## src/rtl/core/assert_macros.svh

```systemverilog
// ---------------------------------------------------------------------------
// assertion macros shared by the rtl
// define NO_ASSERTIONS to compile them out
// ---------------------------------------------------------------------------
`ifndef ASSERT_MACROS_SVH
`define ASSERT_MACROS_SVH
`ifndef NO_ASSERTIONS
// antecedent implies consequent in the same cycle
`define ASSERT_IMPLY(lbl, ck, rs, ante, cons) \
  lbl: assert property (@(posedge ck) disable iff (rs) (ante) |-> (cons)) \
    else $error("same-cycle implication failed");
// antecedent implies consequent in the next cycle
`define ASSERT_NEXT(lbl, ck, rs, ante, cons) \
  lbl: assert property (@(posedge ck) disable iff (rs) (ante) |=> (cons)) \
    else $error("next-cycle implication failed");
`else
`define ASSERT_IMPLY(lbl, ck, rs, ante, cons)
`define ASSERT_NEXT(lbl, ck, rs, ante, cons)
`endif
`endif

```

## src/rtl/core/scedd_pkg.sv

```systemverilog
`timescale 1ns / 1ps
// ---------------------------------------------------------------------------
// scedd_pkg
// types, codes, weight tables and reset values of the curve dither
// ---------------------------------------------------------------------------
package scedd_pkg;

  // fixed field widths
  localparam int PIXEL_W     = 8;
  localparam int COORD_W     = 14;
  localparam int DIM_W       = 13;
  localparam int ADDR_W      = 24;
  localparam int CFG_INDEX_W = 3;
  localparam int CFG_DATA_W  = 13;

  // parameter defaults
  localparam int HISTORY_TAPS_DEF  = 16;
  localparam int MAX_IMAGE_DIM_DEF = 4096;
  localparam int ERROR_BITS_DEF    = 12;

  // weight tables, newest entry first
  localparam int ORIG_TAPS = 16;
  localparam int MOD_TAPS  = 8;
  localparam logic [4:0] ORIG_WEIGHTS [ORIG_TAPS] = '{
    5'd16, 5'd13, 5'd11, 5'd9, 5'd8, 5'd6, 5'd5, 5'd4,
    5'd4, 5'd3, 5'd3, 5'd2, 5'd2, 5'd1, 5'd1, 5'd1
  };
  localparam logic [15:0] MOD_WEIGHTS [MOD_TAPS] = '{
    16'd38019, 16'd15985, 16'd6721, 16'd2826, 16'd1188, 16'd500, 16'd210, 16'd88
  };

  // reset values of registers and turtle state
  localparam logic             RESET_MODE   = 1'b1;
  localparam logic [DIM_W-1:0] RESET_WIDTH  = 13'd256;
  localparam logic [DIM_W-1:0] RESET_HEIGHT = 13'd256;
  localparam logic [COORD_W-1:0] RESET_POS_X = 14'd0;
  localparam logic [COORD_W-1:0] RESET_POS_Y = 14'd0;
  localparam logic [1:0]       RESET_DIR_X  = 2'b01;
  localparam logic [1:0]       RESET_DIR_Y  = 2'b00;

  // item kinds
  typedef enum logic {
    REQ_SYMBOL = 1'b0,
    REQ_PIXEL  = 1'b1
  } req_t;

  // curve symbols
  typedef enum logic [1:0] {
    SYM_NOP        = 2'd0,
    SYM_FORWARD    = 2'd1,
    SYM_TURN_PLUS  = 2'd2,
    SYM_TURN_MINUS = 2'd3
  } sym_t;

  // register indexes
  typedef enum logic [CFG_INDEX_W-1:0] {
    REG_ORIGINAL_MODE = 3'd0,
    REG_IMAGE_WIDTH   = 3'd1,
    REG_IMAGE_HEIGHT  = 3'd2,
    REG_START_X       = 3'd3,
    REG_START_Y       = 3'd4,
    REG_START_DIR_X   = 3'd5,
    REG_START_DIR_Y   = 3'd6
  } cfg_reg_t;

  // configuration write
  typedef struct packed {
    logic                   we;
    logic [CFG_INDEX_W-1:0] index;
    logic [CFG_DATA_W-1:0]  data;
  } cfg_wr_t;

  // step command to the turtle
  typedef struct packed {
    logic       fire;
    logic       is_symbol;
    logic [1:0] symbol;
  } turtle_cmd_t;

  // position report from the turtle
  typedef struct packed {
    logic              in_image;
    logic [ADDR_W-1:0] address;
  } pos_rpt_t;

endpackage

```

## src/rtl/core/scedd_in_if.sv

```systemverilog
`timescale 1ns / 1ps
// ---------------------------------------------------------------------------
// scedd_in_if
// input channel: curve symbol or pixel items
// ---------------------------------------------------------------------------
interface scedd_in_if;
  logic                          valid;
  logic                          ready;
  logic                          req_type;
  logic [1:0]                    symbol;
  logic [scedd_pkg::PIXEL_W-1:0] pixel_value;

  modport source (output valid, req_type, symbol, pixel_value, input ready);
  modport sink   (input valid, req_type, symbol, pixel_value, output ready);
endinterface

```

## src/rtl/core/scedd_out_if.sv

```systemverilog
`timescale 1ns / 1ps
// ---------------------------------------------------------------------------
// scedd_out_if
// result channel: position reports and dither decisions
// ---------------------------------------------------------------------------
interface scedd_out_if;
  logic                         valid;
  logic                         ready;
  logic                         result_kind;
  logic                         inside_res;
  logic [scedd_pkg::ADDR_W-1:0] pixel_address;
  logic                         dot_on;

  modport source (output valid, result_kind, inside_res, pixel_address, dot_on,
                  input ready);
  modport sink   (input valid, result_kind, inside_res, pixel_address, dot_on,
                  output ready);
endinterface

```

## src/rtl/core/scedd_turtle.sv

```systemverilog
`timescale 1ns / 1ps
// ---------------------------------------------------------------------------
// scedd_turtle
// curve walker: position, heading, image bounds and linear address
// ---------------------------------------------------------------------------
module scedd_turtle #(
  parameter int MAX_IMAGE_DIM = scedd_pkg::MAX_IMAGE_DIM_DEF
) (
  input  logic                   clk,
  input  logic                   rst,
  input  scedd_pkg::cfg_wr_t     cfg,
  input  scedd_pkg::turtle_cmd_t cmd,
  output scedd_pkg::pos_rpt_t    rpt
);

  localparam int CW   = scedd_pkg::COORD_W;
  localparam int DW   = scedd_pkg::DIM_W;
  localparam int AW   = scedd_pkg::ADDR_W;
  localparam int PW   = DW + CW;
  localparam logic [CW-1:0] DIM_MAX = CW'(MAX_IMAGE_DIM);

  logic [DW-1:0] image_width;
  logic [DW-1:0] image_height;
  logic [CW-1:0] pos_x;
  logic [CW-1:0] pos_y;
  logic [1:0]    dir_x;
  logic [1:0]    dir_y;

  logic [CW-1:0] pos_x_next;
  logic [CW-1:0] pos_y_next;
  logic [1:0]    dir_x_next;
  logic [1:0]    dir_y_next;
  logic [CW-1:0] width_clip;
  logic [CW-1:0] height_clip;
  logic          in_image;
  logic [PW-1:0] row_base;

  // heading and position after the step
  always_comb begin
    pos_x_next = pos_x;
    pos_y_next = pos_y;
    dir_x_next = dir_x;
    dir_y_next = dir_y;
    if (cmd.is_symbol) begin
      case (scedd_pkg::sym_t'(cmd.symbol))
        scedd_pkg::SYM_FORWARD: begin
          pos_x_next = pos_x + {{(CW-2){dir_x[1]}}, dir_x};
          pos_y_next = pos_y + {{(CW-2){dir_y[1]}}, dir_y};
        end
        scedd_pkg::SYM_TURN_PLUS: begin
          dir_x_next = dir_y;
          dir_y_next = 2'(-dir_x);
        end
        scedd_pkg::SYM_TURN_MINUS: begin
          dir_x_next = 2'(-dir_y);
          dir_y_next = dir_x;
        end
        default: begin
        end
      endcase
    end
  end

  // bounds clipped to the largest supported image
  always_comb begin
    width_clip  = ({1'b0, image_width} > DIM_MAX) ? DIM_MAX : {1'b0, image_width};
    height_clip = ({1'b0, image_height} > DIM_MAX) ? DIM_MAX : {1'b0, image_height};
  end

  // inside test and address of the position after the step
  always_comb begin
    in_image = !pos_x_next[CW-1] && !pos_y_next[CW-1] &&
               ({1'b0, pos_x_next[CW-2:0]} < width_clip) &&
               ({1'b0, pos_y_next[CW-2:0]} < height_clip);
    row_base = PW'(pos_y_next[CW-2:0]) * PW'(width_clip);
    rpt.in_image = in_image;
    rpt.address  = in_image ? AW'(row_base + PW'(pos_x_next[CW-2:0])) : '0;
  end

  // bounds registers and turtle state, loaded by register writes and stepped by symbol commands
  always_ff @(posedge clk) begin
    if (rst) begin
      image_width  <= scedd_pkg::RESET_WIDTH;
      image_height <= scedd_pkg::RESET_HEIGHT;
      pos_x        <= scedd_pkg::RESET_POS_X;
      pos_y        <= scedd_pkg::RESET_POS_Y;
      dir_x        <= scedd_pkg::RESET_DIR_X;
      dir_y        <= scedd_pkg::RESET_DIR_Y;
    end else if (cfg.we) begin
      case (scedd_pkg::cfg_reg_t'(cfg.index))
        scedd_pkg::REG_IMAGE_WIDTH:  image_width  <= cfg.data;
        scedd_pkg::REG_IMAGE_HEIGHT: image_height <= cfg.data;
        scedd_pkg::REG_START_X:      pos_x        <= {1'b0, cfg.data};
        scedd_pkg::REG_START_Y:      pos_y        <= {1'b0, cfg.data};
        scedd_pkg::REG_START_DIR_X:  dir_x        <= cfg.data[1:0];
        scedd_pkg::REG_START_DIR_Y:  dir_y        <= cfg.data[1:0];
        default: begin
        end
      endcase
    end else if (cmd.fire && cmd.is_symbol) begin
      pos_x <= pos_x_next;
      pos_y <= pos_y_next;
      dir_x <= dir_x_next;
      dir_y <= dir_y_next;
    end
  end

endmodule

```

## src/rtl/core/scedd_dither.sv

```systemverilog
`timescale 1ns / 1ps
// ---------------------------------------------------------------------------
// scedd_dither
// error history shift line, weighted adder trees and threshold
// ---------------------------------------------------------------------------
module scedd_dither #(
  parameter int HISTORY_TAPS = scedd_pkg::HISTORY_TAPS_DEF,
  parameter int ERROR_BITS   = scedd_pkg::ERROR_BITS_DEF
) (
  input  logic                          clk,
  input  logic                          rst,
  input  scedd_pkg::cfg_wr_t            cfg,
  input  logic                          fire,
  input  logic [scedd_pkg::PIXEL_W-1:0] pixel_value,
  output logic                          dot
);

  localparam int EB = ERROR_BITS;
  localparam int OW = EB + 8;
  localparam int MW = EB + 18;
  localparam int RW = MW - 16;
  localparam int OT = scedd_pkg::ORIG_TAPS;
  localparam int MT = scedd_pkg::MOD_TAPS;
  localparam logic signed [OW-1:0] ORIG_THRESH = OW'(2048);
  localparam logic signed [MW-1:0] MOD_THRESH  = MW'(128 * 65536);
  localparam logic signed [MW-1:0] MOD_WHITE   = MW'(256 * 65536);
  localparam logic signed [MW-1:0] MOD_HALF    = MW'(32768);
  localparam logic signed [RW-1:0] ERR_MAX     = RW'((1 << (EB - 1)) - 1);
  localparam logic signed [RW-1:0] ERR_MIN     = -RW'(1 << (EB - 1));

  logic                 original_mode;
  logic signed [EB-1:0] hist [HISTORY_TAPS];

  logic signed [OW-1:0] prod_o [OT];
  logic signed [OW-1:0] o8 [8];
  logic signed [OW-1:0] o4 [4];
  logic signed [OW-1:0] o2 [2];
  logic signed [OW-1:0] val_o;
  logic                 dot_o;
  logic signed [9:0]    ne_o;

  logic signed [MW-1:0] prod_m [MT];
  logic signed [MW-1:0] m4 [4];
  logic signed [MW-1:0] m2 [2];
  logic signed [MW-1:0] val_m;
  logic                 dot_m;
  logic signed [MW-1:0] rem_m;
  logic signed [MW-1:0] rnd_m;
  logic signed [RW-1:0] ne_m;
  logic signed [EB-1:0] sat_m;
  logic signed [EB-1:0] new_err;

  // original mode products, taps past the history read as zero
  for (genvar i = 0; i < OT; i++) begin : g_orig
    if (i < HISTORY_TAPS) begin : g_tap
      assign prod_o[i] = OW'(hist[i]) * $signed(OW'(scedd_pkg::ORIG_WEIGHTS[i]));
    end else begin : g_pad
      assign prod_o[i] = '0;
    end
  end

  // modified mode products over the newest eight entries
  for (genvar i = 0; i < MT; i++) begin : g_mod
    assign prod_m[i] = MW'(hist[i]) * $signed(MW'(scedd_pkg::MOD_WEIGHTS[i]));
  end

  // original mode adder tree and threshold
  always_comb begin
    for (int j = 0; j < 8; j++) o8[j] = prod_o[2*j] + prod_o[2*j+1];
    for (int j = 0; j < 4; j++) o4[j] = o8[2*j] + o8[2*j+1];
    for (int j = 0; j < 2; j++) o2[j] = o4[2*j] + o4[2*j+1];
    val_o = o2[0] + o2[1] + $signed(OW'({pixel_value, 4'b0000}));
    dot_o = val_o > ORIG_THRESH;
    // error stays within -256..255, well inside the saturation range
    ne_o  = $signed({2'b00, pixel_value}) - (dot_o ? 10'sd256 : 10'sd0);
  end

  // modified mode adder tree, threshold, rounding and saturation
  always_comb begin
    for (int j = 0; j < 4; j++) m4[j] = prod_m[2*j] + prod_m[2*j+1];
    for (int j = 0; j < 2; j++) m2[j] = m4[2*j] + m4[2*j+1];
    val_m = m2[0] + m2[1] + $signed(MW'({pixel_value, 16'h0000}));
    dot_m = val_m > MOD_THRESH;
    rem_m = dot_m ? (val_m - MOD_WHITE) : val_m;
    rnd_m = rem_m + MOD_HALF;
    ne_m  = rnd_m[MW-1:16];
    if (ne_m > ERR_MAX) begin
      sat_m = EB'(ERR_MAX);
    end else if (ne_m < ERR_MIN) begin
      sat_m = EB'(ERR_MIN);
    end else begin
      sat_m = EB'(ne_m);
    end
  end

  // mode select
  always_comb begin
    dot     = original_mode ? dot_o : dot_m;
    new_err = original_mode ? EB'(ne_o) : sat_m;
  end

  // mode register
  always_ff @(posedge clk) begin
    if (rst) begin
      original_mode <= scedd_pkg::RESET_MODE;
    end else if (cfg.we &&
                 scedd_pkg::cfg_reg_t'(cfg.index) == scedd_pkg::REG_ORIGINAL_MODE) begin
      original_mode <= cfg.data[0];
    end
  end

  // error history shift line, newest at entry 0
  always_ff @(posedge clk) begin
    if (rst) begin
      for (int i = 0; i < HISTORY_TAPS; i++) hist[i] <= '0;
    end else if (fire) begin
      hist[0] <= new_err;
      for (int i = 1; i < HISTORY_TAPS; i++) hist[i] <= hist[i-1];
    end
  end

endmodule

```

## src/rtl/core/space_curve_error_diffusion_dither.sv

```systemverilog
`timescale 1ns / 1ps
// ---------------------------------------------------------------------------
// space_curve_error_diffusion_dither
// binary error diffusion dither along a space-filling curve
// ---------------------------------------------------------------------------
// in_ch carries curve symbol items and pixel items; every item gives one
// result on out_ch: a position report for a symbol (inside flag and linear
// address after the step) or a dither decision for a pixel at the current
// position. Registers are written through cfg_we / cfg_index / cfg_data
// only while the block is idle; the user must see to it, as the block does
// not enforce it. Start writes load the turtle position at once. An
// accepted item is held in the input register and its result is registered
// in the result register. One item is taken every cycle while out_ch does
// not stall: the error of a pixel is fed back into the history in the same
// cycle that decides it, through the dither unit's weighted adder trees.
// Reset selects original mode, a 256 x 256 image, position (0,0) heading
// +x and a zero error history, all at once with no clearing pass.
// While out_ch stalls, the result is held and one more item can wait in the
// input register; after that in_ch.ready drops until the result is taken.
// ---------------------------------------------------------------------------
`include "assert_macros.svh"

module space_curve_error_diffusion_dither #(
  parameter int HISTORY_TAPS  = scedd_pkg::HISTORY_TAPS_DEF,
  parameter int MAX_IMAGE_DIM = scedd_pkg::MAX_IMAGE_DIM_DEF,
  parameter int ERROR_BITS    = scedd_pkg::ERROR_BITS_DEF
) (
  input  logic                              clk,
  input  logic                              rst,
  scedd_in_if.sink                          in_ch,
  scedd_out_if.source                       out_ch,
  input  logic                              cfg_we,
  input  logic [scedd_pkg::CFG_INDEX_W-1:0] cfg_index,
  input  logic [scedd_pkg::CFG_DATA_W-1:0]  cfg_data
);

  logic                          s1_valid;
  logic                          s1_req;
  logic [1:0]                    s1_sym;
  logic [scedd_pkg::PIXEL_W-1:0] s1_pix;

  logic                         res_valid;
  logic                         res_kind;
  logic                         res_inside;
  logic [scedd_pkg::ADDR_W-1:0] res_addr;
  logic                         res_dot;

  logic                   advance;
  logic                   in_take;
  logic                   is_pixel;
  logic                   dither_fire;
  logic                   dot;
  scedd_pkg::cfg_wr_t     cfg;
  scedd_pkg::turtle_cmd_t cmd;
  scedd_pkg::pos_rpt_t    rpt;

  // handshake control
  always_comb begin
    advance      = s1_valid && (!res_valid || out_ch.ready);
    in_ch.ready  = !s1_valid || advance;
    in_take      = in_ch.valid && in_ch.ready;
    is_pixel     = scedd_pkg::req_t'(s1_req) == scedd_pkg::REQ_PIXEL;
    dither_fire  = advance && is_pixel && rpt.in_image;
    cfg.we       = cfg_we;
    cfg.index    = cfg_index;
    cfg.data     = cfg_data;
    cmd.fire     = advance;
    cmd.is_symbol = !is_pixel;
    cmd.symbol   = s1_sym;
  end

  scedd_turtle #(
    .MAX_IMAGE_DIM (MAX_IMAGE_DIM)
  ) u_turtle (
    .clk (clk),
    .rst (rst),
    .cfg (cfg),
    .cmd (cmd),
    .rpt (rpt)
  );

  scedd_dither #(
    .HISTORY_TAPS (HISTORY_TAPS),
    .ERROR_BITS   (ERROR_BITS)
  ) u_dither (
    .clk         (clk),
    .rst         (rst),
    .cfg         (cfg),
    .fire        (dither_fire),
    .pixel_value (s1_pix),
    .dot         (dot)
  );

  // input register
  always_ff @(posedge clk) begin
    if (rst) begin
      s1_valid <= 1'b0;
    end else if (in_take) begin
      s1_valid <= 1'b1;
    end else if (advance) begin
      s1_valid <= 1'b0;
    end
  end

  always_ff @(posedge clk) begin
    if (in_take) begin
      s1_req <= in_ch.req_type;
      s1_sym <= in_ch.symbol;
      s1_pix <= in_ch.pixel_value;
    end
  end

  // result register
  always_ff @(posedge clk) begin
    if (rst) begin
      res_valid <= 1'b0;
    end else if (advance) begin
      res_valid <= 1'b1;
    end else if (out_ch.ready) begin
      res_valid <= 1'b0;
    end
  end

  always_ff @(posedge clk) begin
    if (advance) begin
      res_kind   <= s1_req;
      res_inside <= rpt.in_image;
      res_addr   <= rpt.address;
      res_dot    <= is_pixel && rpt.in_image && dot;
    end
  end

  // result channel
  always_comb begin
    out_ch.valid         = res_valid;
    out_ch.result_kind   = res_kind;
    out_ch.inside_res    = res_inside;
    out_ch.pixel_address = res_addr;
    out_ch.dot_on        = res_dot;
  end

  // checks
  `ASSERT_IMPLY(a_report_no_dot, clk, rst, out_ch.valid && !out_ch.result_kind, !out_ch.dot_on)
  `ASSERT_IMPLY(a_outside_blank, clk, rst, out_ch.valid && !out_ch.inside_res, out_ch.pixel_address == '0 && !out_ch.dot_on)
  `ASSERT_IMPLY(a_full_blocks, clk, rst, s1_valid && out_ch.valid && !out_ch.ready, !in_ch.ready)
  `ASSERT_NEXT(a_take_fills, clk, rst, in_ch.valid && in_ch.ready, s1_valid)

endmodule

```

## src/flat_wrapper.sv

```systemverilog
// flat-port wrapper written by rule: the top's interface ports become plain ports
module space_curve_error_diffusion_dither_flat 
#(
  parameter int HISTORY_TAPS  = scedd_pkg::HISTORY_TAPS_DEF,
  parameter int MAX_IMAGE_DIM = scedd_pkg::MAX_IMAGE_DIM_DEF,
  parameter int ERROR_BITS    = scedd_pkg::ERROR_BITS_DEF
)
  (clk, rst, cfg_we, cfg_index, cfg_data, in_ch_valid, in_ch_req_type, in_ch_symbol, in_ch_pixel_value, in_ch_ready, out_ch_valid, out_ch_result_kind, out_ch_inside_res, out_ch_pixel_address, out_ch_dot_on, out_ch_ready);
  scedd_in_if in_ch_i ();
  scedd_out_if out_ch_i ();
  input  logic clk;
  input  logic rst;
  input  logic cfg_we;
  input  logic [scedd_pkg::CFG_INDEX_W-1:0] cfg_index;
  input  logic [scedd_pkg::CFG_DATA_W-1:0] cfg_data;
  input wire logic [$bits(in_ch_i.valid)-1:0] in_ch_valid;
  input wire logic [$bits(in_ch_i.req_type)-1:0] in_ch_req_type;
  input wire logic [$bits(in_ch_i.symbol)-1:0] in_ch_symbol;
  input wire logic [$bits(in_ch_i.pixel_value)-1:0] in_ch_pixel_value;
  output wire logic [$bits(in_ch_i.ready)-1:0] in_ch_ready;
  output wire logic [$bits(out_ch_i.valid)-1:0] out_ch_valid;
  output wire logic [$bits(out_ch_i.result_kind)-1:0] out_ch_result_kind;
  output wire logic [$bits(out_ch_i.inside_res)-1:0] out_ch_inside_res;
  output wire logic [$bits(out_ch_i.pixel_address)-1:0] out_ch_pixel_address;
  output wire logic [$bits(out_ch_i.dot_on)-1:0] out_ch_dot_on;
  input wire logic [$bits(out_ch_i.ready)-1:0] out_ch_ready;
  assign in_ch_i.valid = in_ch_valid;
  assign in_ch_i.req_type = in_ch_req_type;
  assign in_ch_i.symbol = in_ch_symbol;
  assign in_ch_i.pixel_value = in_ch_pixel_value;
  assign in_ch_ready = in_ch_i.ready;
  assign out_ch_valid = out_ch_i.valid;
  assign out_ch_result_kind = out_ch_i.result_kind;
  assign out_ch_inside_res = out_ch_i.inside_res;
  assign out_ch_pixel_address = out_ch_i.pixel_address;
  assign out_ch_dot_on = out_ch_i.dot_on;
  assign out_ch_i.ready = out_ch_ready;
  space_curve_error_diffusion_dither #(.HISTORY_TAPS(HISTORY_TAPS), .MAX_IMAGE_DIM(MAX_IMAGE_DIM), .ERROR_BITS(ERROR_BITS)) u_core (.clk(clk), .rst(rst), .in_ch(in_ch_i), .out_ch(out_ch_i), .cfg_we(cfg_we), .cfg_index(cfg_index), .cfg_data(cfg_data));
endmodule
```

## config.mk

```make
export PLATFORM = sky130hd
export DESIGN_NAME = space_curve_error_diffusion_dither_flat
export DESIGN_NICKNAME = d
export VERILOG_FILES = /design/src/rtl/core/scedd_pkg.sv /design/src/rtl/core/scedd_in_if.sv /design/src/rtl/core/scedd_out_if.sv /design/src/rtl/core/scedd_turtle.sv /design/src/rtl/core/scedd_dither.sv /design/src/rtl/core/space_curve_error_diffusion_dither.sv /design/src/flat_wrapper.sv
export VERILOG_INCLUDE_DIRS = /design/src /design/src/rtl/core
export SDC_FILE = /design/constraint.sdc
export NUM_CORES = 2
export LEC_CHECK = 0
export ABC_AREA = 0
export BUFFER_PORTS_ARGS = -buffer_cell sky130_fd_sc_hd__buf_2
export CAP_MARGIN = 20
export CORE_MARGIN = 4
export CORE_UTILIZATION = 55
export DETAILED_ROUTE_END_ITERATION = 7
export GPL_ROUTABILITY_DRIVEN = 0
export MAX_ROUTING_LAYER = met4
export PLACE_DENSITY = 0.74
export SLEW_MARGIN = 20
export SYNTH_ARGS = -nofsm -noshare
export SYNTH_HDL_FRONTEND = slang
export SYNTH_HIERARCHICAL = 1
export SYNTH_SLANG_ARGS = --single-unit
```

## constraint.sdc

```tcl
create_clock -name clk -period 11.18 [get_ports clk]
set_input_delay 1.677 -clock clk [delete_from_list [all_inputs] [get_ports clk]]
set_output_delay 1.677 -clock clk [all_outputs]
set_load 0.02 [all_outputs]
```

==> run_summary.xml <==
<?xml version="1.0" encoding="UTF-8"?>
<metrics>
  <group name="sta">
    <metric name="holdWs" unit="ns">0.4521</metric>
    <metric name="unrepaired_setup_endpoints_after_global_routing" unit="">true</metric>
    <metric name="worst_clock_skew" unit="ns">0.02691</metric>
    <metric name="worst_slew_pin_slew" unit="ns">1.162</metric>
    <metric name="post_route_fraction_of_the_period_consumed_by_the_critical_path" unit="%">109.0</metric>
    <metric name="finalMaxSlewViolations" unit="">0</metric>
    <metric name="layout_setup_ws" unit="ns">-1.005</metric>
    <metric name="setup_viol" unit="">13</metric>
    <metric name="achievable-frequency" unit="MHz">82.07</metric>
    <metric name="tmin_final" unit="ns">12.18</metric>
    <metric name="slew_headroom" unit="%">22.52</metric>
    <metric name="final-hold-violation-count" unit="">0</metric>
  </group>
  <group name="logic_synthesis">
    <metric name="synth-simple-area-share" unit="%">8.665</metric>
    <metric name="postSynth.topFlopCell" unit="">edfxtp_1</metric>
    <metric name="yosys.area_share.adder" unit="%">52.85</metric>
    <metric name="syn-cell-area" unit="µm²">51900</metric>
    <metric name="synth_edf_count" unit="">230</metric>
    <metric name="synth_cell_types" unit="">106</metric>
    <metric name="synth_compound_area_share" unit="%">7.618</metric>
    <metric name="synthesis.instances" unit="">5256</metric>
    <metric name="syn_nets" unit="">6957</metric>
    <metric name="syn_avg_cell_area" unit="µm²">9.874</metric>
    <metric name="sequential_element_share_of_the_synthesized_area" unit="%">15.66</metric>
    <metric name="synth-seq-cells" unit="">291</metric>
    <metric name="synth_xor_area_share" unit="%">3.491</metric>
    <metric name="ys_async_sr_fraction" unit="%">0</metric>
    <metric name="synth-warning-count" unit="">6</metric>
    <metric name="main_combinational_cell_family_by_area_after_synthesis" unit="">adder cells</metric>
    <metric name="synth.mux.area_fraction" unit="%">0.4002</metric>
  </group>
  <group name="die">
    <metric name="chip_width" unit="µm">315.2</metric>
    <metric name="initial_core_util" unit="%">55.52</metric>
    <metric name="io-pin-count" unit="">61</metric>
    <metric name="core_area" unit="µm²">93470</metric>
    <metric name="number_of_core_rows" unit="">112</metric>
    <metric name="fp.dieArea" unit="µm²">99340</metric>
    <metric name="dieHeight" unit="µm">315.2</metric>
  </group>
  <group name="critical_path">
    <metric name="path_common_cell" unit="">fa_1</metric>
    <metric name="crit-reg2reg-launch" unit="">u_core/u_dither/hist[0][39]</metric>
    <metric name="path_max_fanout" unit="">8</metric>
    <metric name="timing.rr.end" unit="">u_core/u_dither/hist[0][4]</metric>
    <metric name="cp_data_arrival_time" unit="ns">12.64</metric>
    <metric name="reg2regPathDepth" unit="">44</metric>
    <metric name="cp_num_buf_inv" unit="">7</metric>
    <metric name="crit_end_category" unit="">flop</metric>
    <metric name="timing.critical_path.slowest_stage_cell" unit="">fa_2</metric>
    <metric name="crit_required" unit="ns">11.64</metric>
    <metric name="reg2reg_setup_slack" unit="ns">-1.00</metric>
    <metric name="crit_path_start_kind" unit="">flop</metric>
    <metric name="setup.worst_path.start" unit="">u_core/u_dither/hist[0][39]</metric>
    <metric name="path_class" unit="">flop to flop</metric>
    <metric name="slowest_delay" unit="ns">0.59</metric>
    <metric name="timing.critical_path.max_delay_family" unit="">adder cells</metric>
  </group>
  <group name="detailed_routing">
    <metric name="routedWlPerCell" unit="µm">20.11</metric>
    <metric name="routed_wirelength" unit="mm">140.7</metric>
    <metric name="first_pass_iters" unit="">5</metric>
    <metric name="via_count" unit="">37840</metric>
    <metric name="drt-initial-drc-count" unit="">2874</metric>
    <metric name="drt_drc_violations_left" unit="">0</metric>
    <metric name="viasPerCell" unit="">5.406</metric>
    <metric name="antenna_left" unit="">0</metric>
  </group>
  <group name="hold_path">
    <metric name="whs_endpoint" unit="">u_core/u_turtle/image_width[11]</metric>
    <metric name="hold-path-cell-count" unit="">2</metric>
    <metric name="min-delay-start" unit="">u_core/u_turtle/image_width[11]</metric>
    <metric name="worst_hold_path_type" unit="">flop to flop</metric>
  </group>
  <group name="global_routing">
    <metric name="grt_remaining_overflow" unit="">0</metric>
    <metric name="grt_use_total" unit="%">30.13</metric>
    <metric name="grt_first_pass_wirelength" unit="mm">223.2</metric>
    <metric name="grt_antenna_before_repair" unit="">2</metric>
    <metric name="grt_max_degree" unit="">116</metric>
    <metric name="grt_pass1_vias" unit="">40110</metric>
  </group>
  <group name="cts">
    <metric name="clock_edge_transition_at_the_registers_on_the_reported_setup_and_hold_paths" unit="ns">0.06</metric>
    <metric name="ctsHtreeMaxLevel" unit="">2</metric>
    <metric name="clock-root-buffer" unit="">clkbuf_16</metric>
    <metric name="clockBufferDepth" unit="">3</metric>
    <metric name="cts_buffers" unit="">40</metric>
    <metric name="cts-hold-fix-buffers" unit="">0</metric>
    <metric name="cts.sinks" unit="">291</metric>
    <metric name="clock_insertion_delay_worst_skew" unit="ns">0.62</metric>
    <metric name="clock_tree_from_tritoncts" unit="">yes</metric>
  </group>
  <group name="placement">
    <metric name="detailedPlace.worstSlack" unit="ns">-1.253</metric>
    <metric name="buffer_ports.inserted" unit="">60</metric>
    <metric name="dp_hpwl" unit="mm">116.8</metric>
    <metric name="dp_cells" unit="">6901</metric>
  </group>
  <group name="finish">
    <metric name="design.final.nets" unit="">7414</metric>
    <metric name="filler_free_cell_count_of_the_finished_design" unit="">7000</metric>
    <metric name="drive_above_1_share" unit="%">13.12</metric>
    <metric name="mostFrequentLayoutCell" unit="">inv_1</metric>
    <metric name="num-fill-cells" unit="">7307</metric>
    <metric name="most-common-layout-cells" unit="">inv_1 (1451), fa_1 (865), ha_1 (767), buf_4 (430), nand2_1 (282)</metric>
    <metric name="fin_util" unit="%">63.18</metric>
    <metric name="layout-area-overhead-vs-synth" unit="%">13.79</metric>
  </group>
  <group name="outcome">
    <metric name="failed_checks" unit="">negative setup slack</metric>
    <metric name="outcome" unit="">finished, violations left</metric>
  </group>
  <group name="job">
    <metric name="maxCapViolations" unit="">0</metric>
  </group>
</metrics>
[cell usage after synthesis, types with 18 or more instances]
master / n / area (µm²)
edfxtp_1: 230 / 6907
nand2_1: 285 / 1070
o21a_1: 29 / 217.7
inv_1: 1461 / 5484
o21ai_0: 97 / 485.5
a211oi_1: 22 / 165.2
nand3_1: 30 / 150.1
o211ai_1: 33 / 247.7
xor2_1: 43 / 376.6
a21boi_0: 19 / 142.6
clkbuf_1: 64 / 240.2
a21oi_1: 182 / 910.9
nor3_1: 34 / 170.2
o21bai_1: 42 / 315.3
fa_1: 872 / 17460
and3_1: 20 / 125.1
xnor2_1: 162 / 1419
ha_1: 797 / 9972
a31oi_1: 20 / 125.1
nand2b_1: 23 / 143.9
a21o_1: 38 / 285.3
nor2_1: 261 / 979.7
nor2b_1: 99 / 619.3
dfxtp_1: 61 / 1221
and2_1: 77 / 481.7
or3_1: 18 / 112.6
[how the worst max path moves through the flow]
stage	to	slack (ns)	depth (start not counted)
detailed placement	u_core/u_dither/hist[0][9]	-1.25	47
CTS	u_core/u_dither/hist[0][8]	-0.86	46
global route	u_core/u_dither/hist[0][4]	-1.40	51
floorplan	u_core/u_dither/hist[0][8]	-0.25	46
global placement	u_core/u_dither/hist[0][8]	-0.90	46
finish	u_core/u_dither/hist[0][4]	-1.00	44
[cells by family after synthesis]
group,after synthesis
adder cells (fa/ha/maj),1669
buffers and inverters,1550
AND/OR/NAND/NOR,924
AO/OA/AOI/OAI,597
flip-flops,291
XOR/XNOR,206
multiplexers,19
[flip-flops by register name, indices dropped and copies added, names as in the netlist]
register                       count
u_core/is_pixel                    1
u_core/out_ch.dot_on               1
u_core/out_ch.inside_res           1
u_core/out_ch.pixel_address       24
u_core/out_ch.result_kind          1
u_core/out_ch.valid                1
u_core/s1_pix                      8
u_core/s1_sym                      2
u_core/s1_valid                    1
u_core/u_dither/hist             192
u_core/u_dither/original_mode      1
u_core/u_turtle/dir_x              2
u_core/u_turtle/dir_y              2
u_core/u_turtle/image_height      13
u_core/u_turtle/image_width       13
u_core/u_turtle/pos_x             14
u_core/u_turtle/pos_y             14
[metrics by stage]
step	setup TNS [ns]	area [µm²]
5_1_grt	-17.19	59050
2_1_floorplan	-2.453	52360
6_report	-12.20	59050
4_1_cts	-10.37	58870
3_3_place_gp	-10.77	56970
3_5_place_dp	-15.41	56980
[routing by layer]
metal  global-route usage, %  share of wire [%]  vias to the layer above
met2                   46.19                 46                     1534
met1                   40.01                 41                    18720
met4                   10.13                4.0                        0
met3                   6.619                9.5                      293
li1                        -                  -                    17300
met5                       -                  0                        -
[repair_timing]
action	CTS	global route
setup endpoints to repair	13	13
cloned	0	0
buffers inserted	17	7
gates resized for setup	73	23
pin swaps	80	51
[worst register-to-register path, delay by kind of cell (launching register included)]
family | cells | cell delay (ns)
AO/OA/AOI/OAI | 10 | 2.11
XOR/XNOR | 2 | 0.30
adder cells (fa/ha/maj) | 17 | 6.83
buffers and inverters | 7 | 0.54
flip-flops | 1 | 0.48
AND/OR/NAND/NOR | 8 | 1.73
[area by class of cell]
cell class | instances | area [µm²] | share of cell area [%]
Antenna cell | 1 | 2.502 | 0.004237
Clock buffer | 54 | 1137 | 1.926
Clock inverter | 20 | 211.5 | 0.3581
Inverter | 1467 | 5507 | 9.325
Multi-Input combinational cell | 3415 | 38860 | 65.80
Sequential cell | 291 | 8128 | 13.76
Tap cell | 1254 | 1569 | 2.657
Timing Repair Buffer | 498 | 3642 | 6.168
Power is left out: the tool's default activity adds up to more than one toggle a clock period on the data nets, which glitch-free logic cannot reach.
